--- src/design/amd_pkg.sv ---
package amd_pkg;

	localparam int MAP_SIDE    = 64;
	localparam int MAP_TOTAL   = MAP_SIDE * MAP_SIDE;
	localparam int POS_W       = $clog2(MAP_TOTAL + 1);
	localparam int COL_W       = $clog2(MAP_SIDE);
	localparam int BANK_DEPTH  = (MAP_SIDE + 1) / 2;
	localparam int BANK_AW     = $clog2(BANK_DEPTH);
	localparam int IDX_W       = 12;
	localparam int TDATA_OUT_W = 32;

	localparam logic [1:0] MODE_RLE  = 2'd0;
	localparam logic [1:0] MODE_RAW8 = 2'd1;

	localparam logic [COL_W-1:0] COL_LAST = COL_W'(MAP_SIDE - 1);
	localparam logic [COL_W-1:0] ROW_LAST = COL_W'(MAP_SIDE - 1);
	localparam logic [COL_W-1:0] ROW_KEEP = COL_W'(MAP_SIDE - 2);

	typedef enum logic [1:0] {
		PH_CTRL,
		PH_FILL,
		PH_COPY
	} rle_phase_t;

	typedef struct packed {
		logic [7:0]       a;
		logic [7:0]       b;
		logic [1:0]       cnt;
		logic [POS_W-1:0] pos;
		logic [COL_W-1:0] col_a;
		logic [COL_W-1:0] row_a;
		logic [COL_W-1:0] col_b;
		logic [COL_W-1:0] row_b;
		logic             rd_a;
		logic             rd_b;
		logic             last;
		logic             done;
	} emit_req_t;

	typedef struct packed {
		logic             en;
		logic             rd_b;
		logic [COL_W-1:0] col_a;
		logic [COL_W-1:0] col_b;
	} mem_rd_t;

	typedef struct packed {
		logic             en_a;
		logic [COL_W-1:0] col_a;
		logic [7:0]       data_a;
		logic             en_b;
		logic [COL_W-1:0] col_b;
		logic [7:0]       data_b;
	} mem_wr_t;

endpackage

--- src/design/amd_row_mem.sv ---
module amd_row_mem (
	input  logic            clk,
	input  amd_pkg::mem_rd_t rd,
	input  amd_pkg::mem_wr_t wr,
	output logic [7:0]      rd_data_a,
	output logic [7:0]      rd_data_b
);
	import amd_pkg::*;

	// two banks split by column parity: a pair of neighbors never shares a bank
	logic [7:0] ev_mem [BANK_DEPTH];
	logic [7:0] od_mem [BANK_DEPTH];

	logic [BANK_AW-1:0] ev_raddr, od_raddr, ev_waddr, od_waddr;
	logic [7:0]         ev_wdata, od_wdata;
	logic               ev_we, od_we;
	logic [7:0]         ev_q, od_q;
	logic               a_odd_q, b_odd_q;

	always_comb begin
		ev_raddr = (rd.rd_b && !rd.col_b[0]) ? BANK_AW'(rd.col_b >> 1) : BANK_AW'(rd.col_a >> 1);
		od_raddr = (rd.rd_b && rd.col_b[0]) ? BANK_AW'(rd.col_b >> 1) : BANK_AW'(rd.col_a >> 1);

		ev_we    = (wr.en_a && !wr.col_a[0]) || (wr.en_b && !wr.col_b[0]);
		od_we    = (wr.en_a && wr.col_a[0]) || (wr.en_b && wr.col_b[0]);
		ev_waddr = (wr.en_b && !wr.col_b[0]) ? BANK_AW'(wr.col_b >> 1) : BANK_AW'(wr.col_a >> 1);
		od_waddr = (wr.en_b && wr.col_b[0]) ? BANK_AW'(wr.col_b >> 1) : BANK_AW'(wr.col_a >> 1);
		ev_wdata = (wr.en_b && !wr.col_b[0]) ? wr.data_b : wr.data_a;
		od_wdata = (wr.en_b && wr.col_b[0]) ? wr.data_b : wr.data_a;
	end

	always_ff @(posedge clk) begin
		if (ev_we) begin
			ev_mem[ev_waddr] <= ev_wdata;
		end
		if (od_we) begin
			od_mem[od_waddr] <= od_wdata;
		end
		if (rd.en) begin
			ev_q    <= ev_mem[ev_raddr];
			od_q    <= od_mem[od_raddr];
			a_odd_q <= rd.col_a[0];
			b_odd_q <= rd.col_b[0];
		end
	end

	assign rd_data_a = a_odd_q ? od_q : ev_q;
	assign rd_data_b = b_odd_q ? od_q : ev_q;

endmodule

--- src/design/amd_ctrl.sv ---
module amd_ctrl (
	input  logic              clk,
	input  logic              arst_n,
	input  logic              alpha_mode_we,
	input  logic [1:0]        alpha_mode,
	input  logic              s_tvalid,
	output logic              s_tready,
	input  logic [7:0]        data_byte,
	input  logic              first_of_map,
	input  logic              fire_ok,
	output logic              req_valid,
	output amd_pkg::emit_req_t req,
	output amd_pkg::mem_rd_t  mem_rd
);
	import amd_pkg::*;

	logic [1:0]       mode_q;
	logic [POS_W-1:0] pos_q, pos_n;
	logic [COL_W-1:0] col_q, col_n, row_q, row_n;
	rle_phase_t       phase_q, phase_n;
	logic [6:0]       rem_q, rem_n;
	logic             busy_q, busy_n;
	logic [7:0]       fbyte_q, fbyte_n;

	always_ff @(posedge clk or negedge arst_n) begin
		if (!arst_n) begin
			mode_q  <= MODE_RLE;
			pos_q   <= '0;
			col_q   <= '0;
			row_q   <= '0;
			phase_q <= PH_CTRL;
			rem_q   <= '0;
			busy_q  <= 1'b0;
			fbyte_q <= '0;
		end else begin
			if (alpha_mode_we) begin
				mode_q <= alpha_mode;
			end
			pos_q   <= pos_n;
			col_q   <= col_n;
			row_q   <= row_n;
			phase_q <= phase_n;
			rem_q   <= rem_n;
			busy_q  <= busy_n;
			fbyte_q <= fbyte_n;
		end
	end

	always_comb begin
		logic             clr;
		logic [POS_W-1:0] pos_e, pos_adv;
		logic [COL_W-1:0] col_e, row_e, col1, row1, col2, row2;
		rle_phase_t       phase_e;
		logic [6:0]       rem_e, rem_left;
		logic             two_ok, fill_end;
		logic [7:0]       lo, hi;

		clr     = !busy_q && s_tvalid && first_of_map;
		pos_e   = clr ? '0 : pos_q;
		col_e   = clr ? '0 : col_q;
		row_e   = clr ? '0 : row_q;
		phase_e = clr ? PH_CTRL : phase_q;
		rem_e   = clr ? '0 : rem_q;

		col1    = (col_e == COL_LAST) ? '0 : col_e + 1'b1;
		row1    = (col_e == COL_LAST) ? row_e + 1'b1 : row_e;
		col2    = (col1 == COL_LAST) ? '0 : col1 + 1'b1;
		row2    = (col1 == COL_LAST) ? row1 + 1'b1 : row1;
		two_ok  = (pos_e + 1'b1) < POS_W'(MAP_TOTAL);
		lo      = {data_byte[3:0], data_byte[3:0]};
		hi      = {data_byte[7:4], data_byte[7:4]};

		pos_n    = pos_q;
		col_n    = col_q;
		row_n    = row_q;
		phase_n  = phase_q;
		rem_n    = rem_q;
		busy_n   = busy_q;
		fbyte_n  = fbyte_q;
		s_tready = 1'b0;
		req_valid = 1'b0;
		req       = '0;
		req.cnt   = 2'd1;
		rem_left  = '0;
		fill_end  = 1'b0;

		if (busy_q) begin
			req_valid = 1'b1;
			req.a     = fbyte_q;
			req.b     = fbyte_q;
			req.cnt   = (|rem_q[6:1] && two_ok) ? 2'd2 : 2'd1;
			rem_left  = rem_q - 7'(req.cnt);
			fill_end  = (rem_left == '0) || (pos_e + POS_W'(req.cnt) == POS_W'(MAP_TOTAL));
			req.last  = fill_end;
			if (fire_ok) begin
				rem_n  = fill_end ? '0 : rem_left;
				busy_n = !fill_end;
			end
		end else begin
			s_tready = fire_ok;
			if (s_tvalid && fire_ok) begin
				pos_n   = pos_e;
				col_n   = col_e;
				row_n   = row_e;
				phase_n = phase_e;
				rem_n   = rem_e;
				if (pos_e < POS_W'(MAP_TOTAL)) begin
					req.last = 1'b1;
					if (mode_q == MODE_RLE) begin
						unique case (phase_e)
							PH_FILL: begin
								phase_n = PH_CTRL;
								if (rem_e != '0) begin
									busy_n  = 1'b1;
									fbyte_n = data_byte;
								end
							end
							PH_COPY: begin
								req_valid = 1'b1;
								req.a     = data_byte;
								rem_n     = rem_e - 1'b1;
								if (rem_n == '0) begin
									phase_n = PH_CTRL;
								end
							end
							default: begin
								rem_n = data_byte[6:0];
								if (data_byte[7]) begin
									phase_n = PH_FILL;
								end else if (data_byte[6:0] != '0) begin
									phase_n = PH_COPY;
								end else begin
									phase_n = PH_CTRL;
								end
							end
						endcase
					end else if (mode_q == MODE_RAW8) begin
						req_valid = 1'b1;
						req.a     = data_byte;
						req.rd_a  = (row_e == ROW_LAST);
					end else begin
						req_valid = 1'b1;
						req.cnt   = two_ok ? 2'd2 : 2'd1;
						req.a     = lo;
						req.b     = (col1 == COL_LAST) ? lo : hi;
						req.rd_a  = (row_e == ROW_LAST);
						req.rd_b  = two_ok && (row1 == ROW_LAST);
					end
				end
			end
		end

		req.pos   = pos_e;
		req.col_a = col_e;
		req.row_a = row_e;
		req.col_b = col1;
		req.row_b = row1;
		pos_adv   = pos_e + POS_W'(req.cnt);
		req.done  = (pos_adv == POS_W'(MAP_TOTAL));

		if (req_valid && fire_ok) begin
			pos_n = pos_adv;
			col_n = (req.cnt == 2'd2) ? col2 : col1;
			row_n = (req.cnt == 2'd2) ? row2 : row1;
		end

		mem_rd.en    = req_valid && fire_ok;
		mem_rd.rd_b  = req.rd_b;
		mem_rd.col_a = col_e;
		mem_rd.col_b = col1;
	end

endmodule

--- src/design/amd_out.sv ---
module amd_out (
	input  logic                       clk,
	input  logic                       arst_n,
	input  logic                       req_valid,
	input  amd_pkg::emit_req_t         req,
	output logic                       fire_ok,
	input  logic [7:0]                 rd_data_a,
	input  logic [7:0]                 rd_data_b,
	output amd_pkg::mem_wr_t           mem_wr,
	output logic                       m_tvalid,
	input  logic                       m_tready,
	output logic [amd_pkg::TDATA_OUT_W-1:0] m_tdata,
	output logic                       m_tlast,
	output logic                       m_tuser
);
	import amd_pkg::*;

	logic      valid_s1;
	emit_req_t req_s1;
	logic      s1_adv;
	logic [7:0] pix_a, pix_b;

	assign s1_adv  = valid_s1 && (!m_tvalid || m_tready);
	assign fire_ok = !valid_s1 || s1_adv;

	always_comb begin
		pix_a = req_s1.rd_a ? rd_data_a : req_s1.a;
		if (req_s1.cnt == 2'd2) begin
			pix_b = req_s1.rd_b ? rd_data_b : req_s1.b;
		end else begin
			pix_b = '0;
		end
		mem_wr.en_a   = s1_adv && (req_s1.row_a == ROW_KEEP);
		mem_wr.col_a  = req_s1.col_a;
		mem_wr.data_a = pix_a;
		mem_wr.en_b   = s1_adv && (req_s1.cnt == 2'd2) && (req_s1.row_b == ROW_KEEP);
		mem_wr.col_b  = req_s1.col_b;
		mem_wr.data_b = pix_b;
	end

	always_ff @(posedge clk or negedge arst_n) begin
		if (!arst_n) begin
			valid_s1 <= 1'b0;
			m_tvalid <= 1'b0;
		end else begin
			if (fire_ok) begin
				valid_s1 <= req_valid;
			end
			if (s1_adv) begin
				m_tvalid <= 1'b1;
			end else if (m_tready) begin
				m_tvalid <= 1'b0;
			end
		end
	end

	always_ff @(posedge clk) begin
		if (fire_ok && req_valid) begin
			req_s1 <= req;
		end
		if (s1_adv) begin
			m_tdata <= {2'b00, IDX_W'(req_s1.pos), req_s1.cnt, pix_b, pix_a};
			m_tlast <= req_s1.last;
			m_tuser <= req_s1.done;
		end
	end

endmodule

--- src/design/alpha_map_decoder.sv ---
// Alpha map decoder: takes the stored byte stream of one square alpha map
// (64x64 pixels) and emits its pixels in row-major order, one or two per output
// word with the index of the first. alpha_mode selects run-length (0), 8-bit
// (1) or 4-bit nibble (2, also 3) coding; the user must write it only while
// idle, which the block does not enforce. s_tuser marks the first byte of a map
// and restarts decoding. A fill byte holds off input while its run is emitted,
// as the output stage carries one pair per cycle unless m_tready stalls it;
// other bytes do not hold the input. Output words pass the request and output
// registers. Modes 1 to 3 read the last row back from a two-bank row memory
// written during the row before; past 4096 pixels, bytes are taken and dropped.
module alpha_map_decoder (
	input  logic        clk,
	input  logic        arst_n,
	input  logic        alpha_mode_we,
	input  logic [1:0]  alpha_mode,
	input  logic        s_tvalid,
	output logic        s_tready,
	input  logic [7:0]  s_tdata,   // [7:0] data_byte
	input  logic        s_tuser,   // [0] first_of_map
	output logic        m_tvalid,
	input  logic        m_tready,
	output logic [31:0] m_tdata,   // [7:0] pixel_first, [15:8] pixel_second,
	                               // [17:16] pixel_count, [29:18] pixel_index
	output logic        m_tlast,   // run_last
	output logic        m_tuser    // [0] map_done
);
	import amd_pkg::*;

	logic      req_valid;
	emit_req_t req;
	mem_rd_t   mem_rd;
	mem_wr_t   mem_wr;
	logic      fire_ok;
	logic [7:0] rd_data_a, rd_data_b;

	amd_ctrl u_ctrl (
		.clk          (clk),
		.arst_n       (arst_n),
		.alpha_mode_we(alpha_mode_we),
		.alpha_mode   (alpha_mode),
		.s_tvalid     (s_tvalid),
		.s_tready     (s_tready),
		.data_byte    (s_tdata),
		.first_of_map (s_tuser),
		.fire_ok      (fire_ok),
		.req_valid    (req_valid),
		.req          (req),
		.mem_rd       (mem_rd)
	);

	amd_row_mem u_row_mem (
		.clk      (clk),
		.rd       (mem_rd),
		.wr       (mem_wr),
		.rd_data_a(rd_data_a),
		.rd_data_b(rd_data_b)
	);

	amd_out u_out (
		.clk      (clk),
		.arst_n   (arst_n),
		.req_valid(req_valid),
		.req      (req),
		.fire_ok  (fire_ok),
		.rd_data_a(rd_data_a),
		.rd_data_b(rd_data_b),
		.mem_wr   (mem_wr),
		.m_tvalid (m_tvalid),
		.m_tready (m_tready),
		.m_tdata  (m_tdata),
		.m_tlast  (m_tlast),
		.m_tuser  (m_tuser)
	);

endmodule

--- config.mk ---
export PLATFORM = sky130hd
export DESIGN_NAME = alpha_map_decoder
export DESIGN_NICKNAME = d
export VERILOG_FILES = /design/src/design/amd_pkg.sv /design/src/design/amd_row_mem.sv /design/src/design/amd_ctrl.sv /design/src/design/amd_out.sv /design/src/design/alpha_map_decoder.sv
export SDC_FILE = /design/constraint.sdc
export NUM_CORES = 1
export LEC_CHECK = 0
export ABC_AREA = 1
export BUFFER_PORTS_ARGS = -buffer_cell sky130_fd_sc_hd__buf_4
export CAP_MARGIN = 30
export CORE_ASPECT_RATIO = 0.8
export CORE_MARGIN = 8
export CORE_UTILIZATION = 53
export DETAILED_ROUTE_END_ITERATION = 16
export GPL_TIMING_DRIVEN = 1
export PLACE_DENSITY = 0.75
export SLEW_MARGIN = 10
export SYNTH_ARGS = -nofsm -noshare
export SYNTH_HDL_FRONTEND = slang
export SYNTH_HIERARCHICAL = 1
export SYNTH_SLANG_ARGS = --single-unit
--- constraint.sdc ---
create_clock -name clk -period 4.15 [get_ports clk]
set_input_delay 1.0375 -clock clk [delete_from_list [all_inputs] [get_ports clk]]
set_output_delay 1.0375 -clock clk [all_outputs]
set_load 0.02 [all_outputs]
==> flow_summary.ini <==
[outcome]
status = completed

[timing]
final_max_slew_viol_count = 0
post-route-min-period_ns = 3.842
setup_slack_ns = 0.3075
tightest_slew_ns = 0.9786
fmax_mhz = 260.2
timing.hold.ws_ns = 0.4177
setup_viol = 0
hold_viol_final = 0
rsz0062_at_grt = false
slew_headroom_pct = 34.07
skew_ns = 0.03004
period_share_pct = 92.59
fin_setup_tns_ns = 0

[route]
vias_per_cell = 5.517
drc_errors = 0
antenna_left = 0
drt_iter0_drc = 3090
wl_mm = 81.15
first_pass_iters = 7
vias = 23710
post_drt_wl_per_cell_microns = 18.88

[clocking]
htreeDepth = 3
post_cts_resized = 0
path_clk_slew_ns = 0.06
post_cts_buffers = 0
cts_tree = built
cts.hold.buffers_added = 0
clock_sinks = 667
cts_buffers = 67
clock_path_buffers = 3
root_buffer = clkbuf_16
clk_latency_ns = 0.62

[worst_hold_path]
hp-class = reg -> reg
whs_path_depth = 0
min_to = u_out/m_tdata[26]
hp-start = u_out/req_s1[36]

[power_and_ir_drop]
p_leak_nw = 15.78
peakVddDrop_mv = 0.5088
power.share.clock_pct = 21.3
seqPwrFrac_pct = 37.1
power_density_nw_per_um2 = 747.2
power.switching_mw = 11.02
p_int_mw = 16.44
p_sw_share_pct = 40.13
p_comb_share_pct = 41.6

[critical_path]
path_max_fanout = 9
cp.required_ns = 4.64
r2r_cells = 23
regToRegStartpoint = u_ctrl/busy_q
path_buf_inv = 6
worstPathArrival_ns = 4.33
slowest_stage = inv_1
reg2reg_setup_slack_ns = 0.37
crit_path_start_kind = primary input
rr_endpoint = u_row_mem/od_q[6]
crit_chain = buf_4, nand2_1, nor2_2, nor2_4, ha_4, nand4_1, nor2_4, xor2_2, ha_2, nand3_2, nor4_2, buf_4, buf_12, nand2_8, buf_12, buf_4, nand2_1, o21ai_4, inv_1, nand3_1, nand2_1, nand2_1, nand2_1
cpMostUsedCell = nand2_1
max_stage_delay_ns = 0.33
cpLargestDelayFamily = simple AND/OR/NAND/NOR gates
worstSetupEndpointType = flop
worstSetupPathType = in -> reg

[layout]
final_area_sq_um = 36750
drive_gt1_share_pct = 12.87
regArea_sq_um = 19790
final_util_pct = 61.91
fin_nets = 3501
multi_input_area_sq_um = 9116
antenna_cells = 0
area_growth_pct = 16.17
fillers = 4692

[logic_synthesis]
ys_ff_latch = 667
synthArstFlopShare_pct = 7.046
synth_area_leaders = edfxtp_1, nand2_1, nand3_1
synthMuxAreaShare_pct = 0.03560
synth_top_family_by_area = simple AND/OR/NAND/NOR gates
synth_warnings = 6
synth_compound_area_share_pct = 3.619
yosysUniqueCellTypes = 41
synth-xor-area-share_pct = 0.7159
yosysSeqAreaShare_pct = 62.57
synth-simple-area-share_pct = 22.96
synthFlopType = edfxtp_1
syn_avg_cell_area_sq_um = 9.665
synth_fa_ha_area_share_pct = 0.7832
yosysTopAreaCellShare_pct = 58.86
synth-edff-count = 620
ys_top_cells_by_count = nand2_1, edfxtp_1, inv_1
synth_area_sq_um = 31630
syn_inst = 3273
yosysMostFrequentCell = nand2_1
synth_top_area_cell = edfxtp_1

[floorplan]
design.die.area_sq_um = 67810
start_util_pct = 53.29
core_sq_um = 59360
ios = 52
dieHeight_microns = 234.5
die_w_microns = 289.1
rows = 80

[placed_design]
pre_cts_ws_ns = -0.2816
hpwl_mm = 53.50
place_congestion = 0.9402
port_buffers = 49
place_area_sq_um = 34640

[flow_run]
cap_violations = 0

[global_route]
grt_antenna_before_repair = 0
grt_max_degree = 65
grt_overflow = 0
grt_pass1_wl_mm = 126.7
track_usage_pct = 24.13
grt_pass1_vias = 22710
## final cells by class
class	count	area share, %
sequential	667	53.86
clock buffer	84	4.818
tap	779	2.652
clock inverter	37	0.9329
multi-input combinational	1889	24.81
timing repair buffer	287	7.245
inverter	555	5.682
## worst max path at each step
stage	start	endpoint	cells past startpoint
floorplan	s_tvalid	u_row_mem/od_q[0]	24
CTS	s_tvalid	u_row_mem/od_q[6]	26
global route	u_ctrl/busy_q	u_row_mem/ev_q[0]	28
finish	s_tvalid	u_row_mem/od_q[6]	23
detailed placement	s_tvalid	u_row_mem/ev_q[0]	24
global placement	s_tuser	u_row_mem/ev_q[3]	23
## per-layer routing
layer	track usage [%]	wire length (microns)	vias up
li1	-	-	11160
met1	33.74	33810	11170
met2	37.01	35840	1218
met3	6.559	9319	166
met4	6.956	2184	0
met5	0	0	-
## through the flow
step                total power [mW]  instances
floorplan                      16.91       3274
global placement               21.22       4176
detailed placement             21.46       4177
CTS                            27.34       4298
global route                   28.90       4298
finish                         27.46       4298
## sequential cells by signal (all words and copies together), names as in the netlist, 2 cells and up
signal / cells
u_row_mem/ev_mem: 256
u_row_mem/od_mem: 256
u_out/req_s1: 46
u_out/m_tdata: 30
u_ctrl/pos_q: 13
u_out/mem_wr: 12
u_ctrl/fbyte_q: 8
u_row_mem/ev_q: 8
u_row_mem/od_q: 8
u_ctrl/rem_q: 7
u_ctrl/col_q: 6
u_ctrl/row_q: 6
u_ctrl/mode_q: 2
u_ctrl/phase_q: 2
## power groups by stage
stage | sequential [mW] | clock [mW] | combinational, mW
floorplan | 10.2 | 0 | 6.68
CTS | 10.2 | 5.95 | 11.2
global placement | 10.3 | 0 | 11.0
global route | 10.3 | 6.21 | 12.4
finish | 10.2 | 5.85 | 11.4
detailed placement | 10.3 | 0 | 11.2
## placed cells by master, fill, tap and decap left out, types with 8 or more instances in the layout
cell         n
a21oi_1     65
buf_12      39
buf_4      247
clkbuf_1    14
clkbuf_16   67
clkinv_1    16
clkinv_2    11
dfrtp_1     47
edfxtp_1   620
ha_1        13
inv_1      538
inv_2       12
nand2_1    786
nand3_1    536
nand3b_1    80
nand4_1     17
nor2_1     159
o21ai_0     94
o21ai_1     13
o21ai_2     17
o22ai_1     15
or2_1        8
xor2_1      22
## kinds of logic (layout without fill, tap and decap cells)
| logic type | count (synthesis) | after routing |
|---|---|---|
| and+or+nand+nor | 1626 | 1626 |
| buffers and inverters | 718 | 963 |
| DFF | 667 | 667 |
| AOI/OAI and AO/OA | 217 | 217 |
| xor gates and xnor gates | 25 | 25 |
| adders and majority gates | 18 | 18 |
| other | 1 | 2 |
| muxes | 1 | 1 |
## worst reg2reg max path: stages (launching register included)
cell and delay [ns]:
dfrtp_1 0.43, inv_2 0.11, nand3_4 0.14, nand2_4 0.12
inv_6 0.04, ha_4 0.15, nand4_1 0.14, nor2_4 0.08
buf_4 0.16, a21oi_1 0.22, inv_1 0.10, nor4_2 0.24
buf_4 0.18, buf_12 0.12, nand2_8 0.07, buf_12 0.13
buf_4 0.14, nand2_1 0.09, o21ai_4 0.07, inv_1 0.33
nand3_1 0.32, nand2_1 0.15, nand2_1 0.07, nand2_1 0.06
Power figures use the tool's default switching activity.
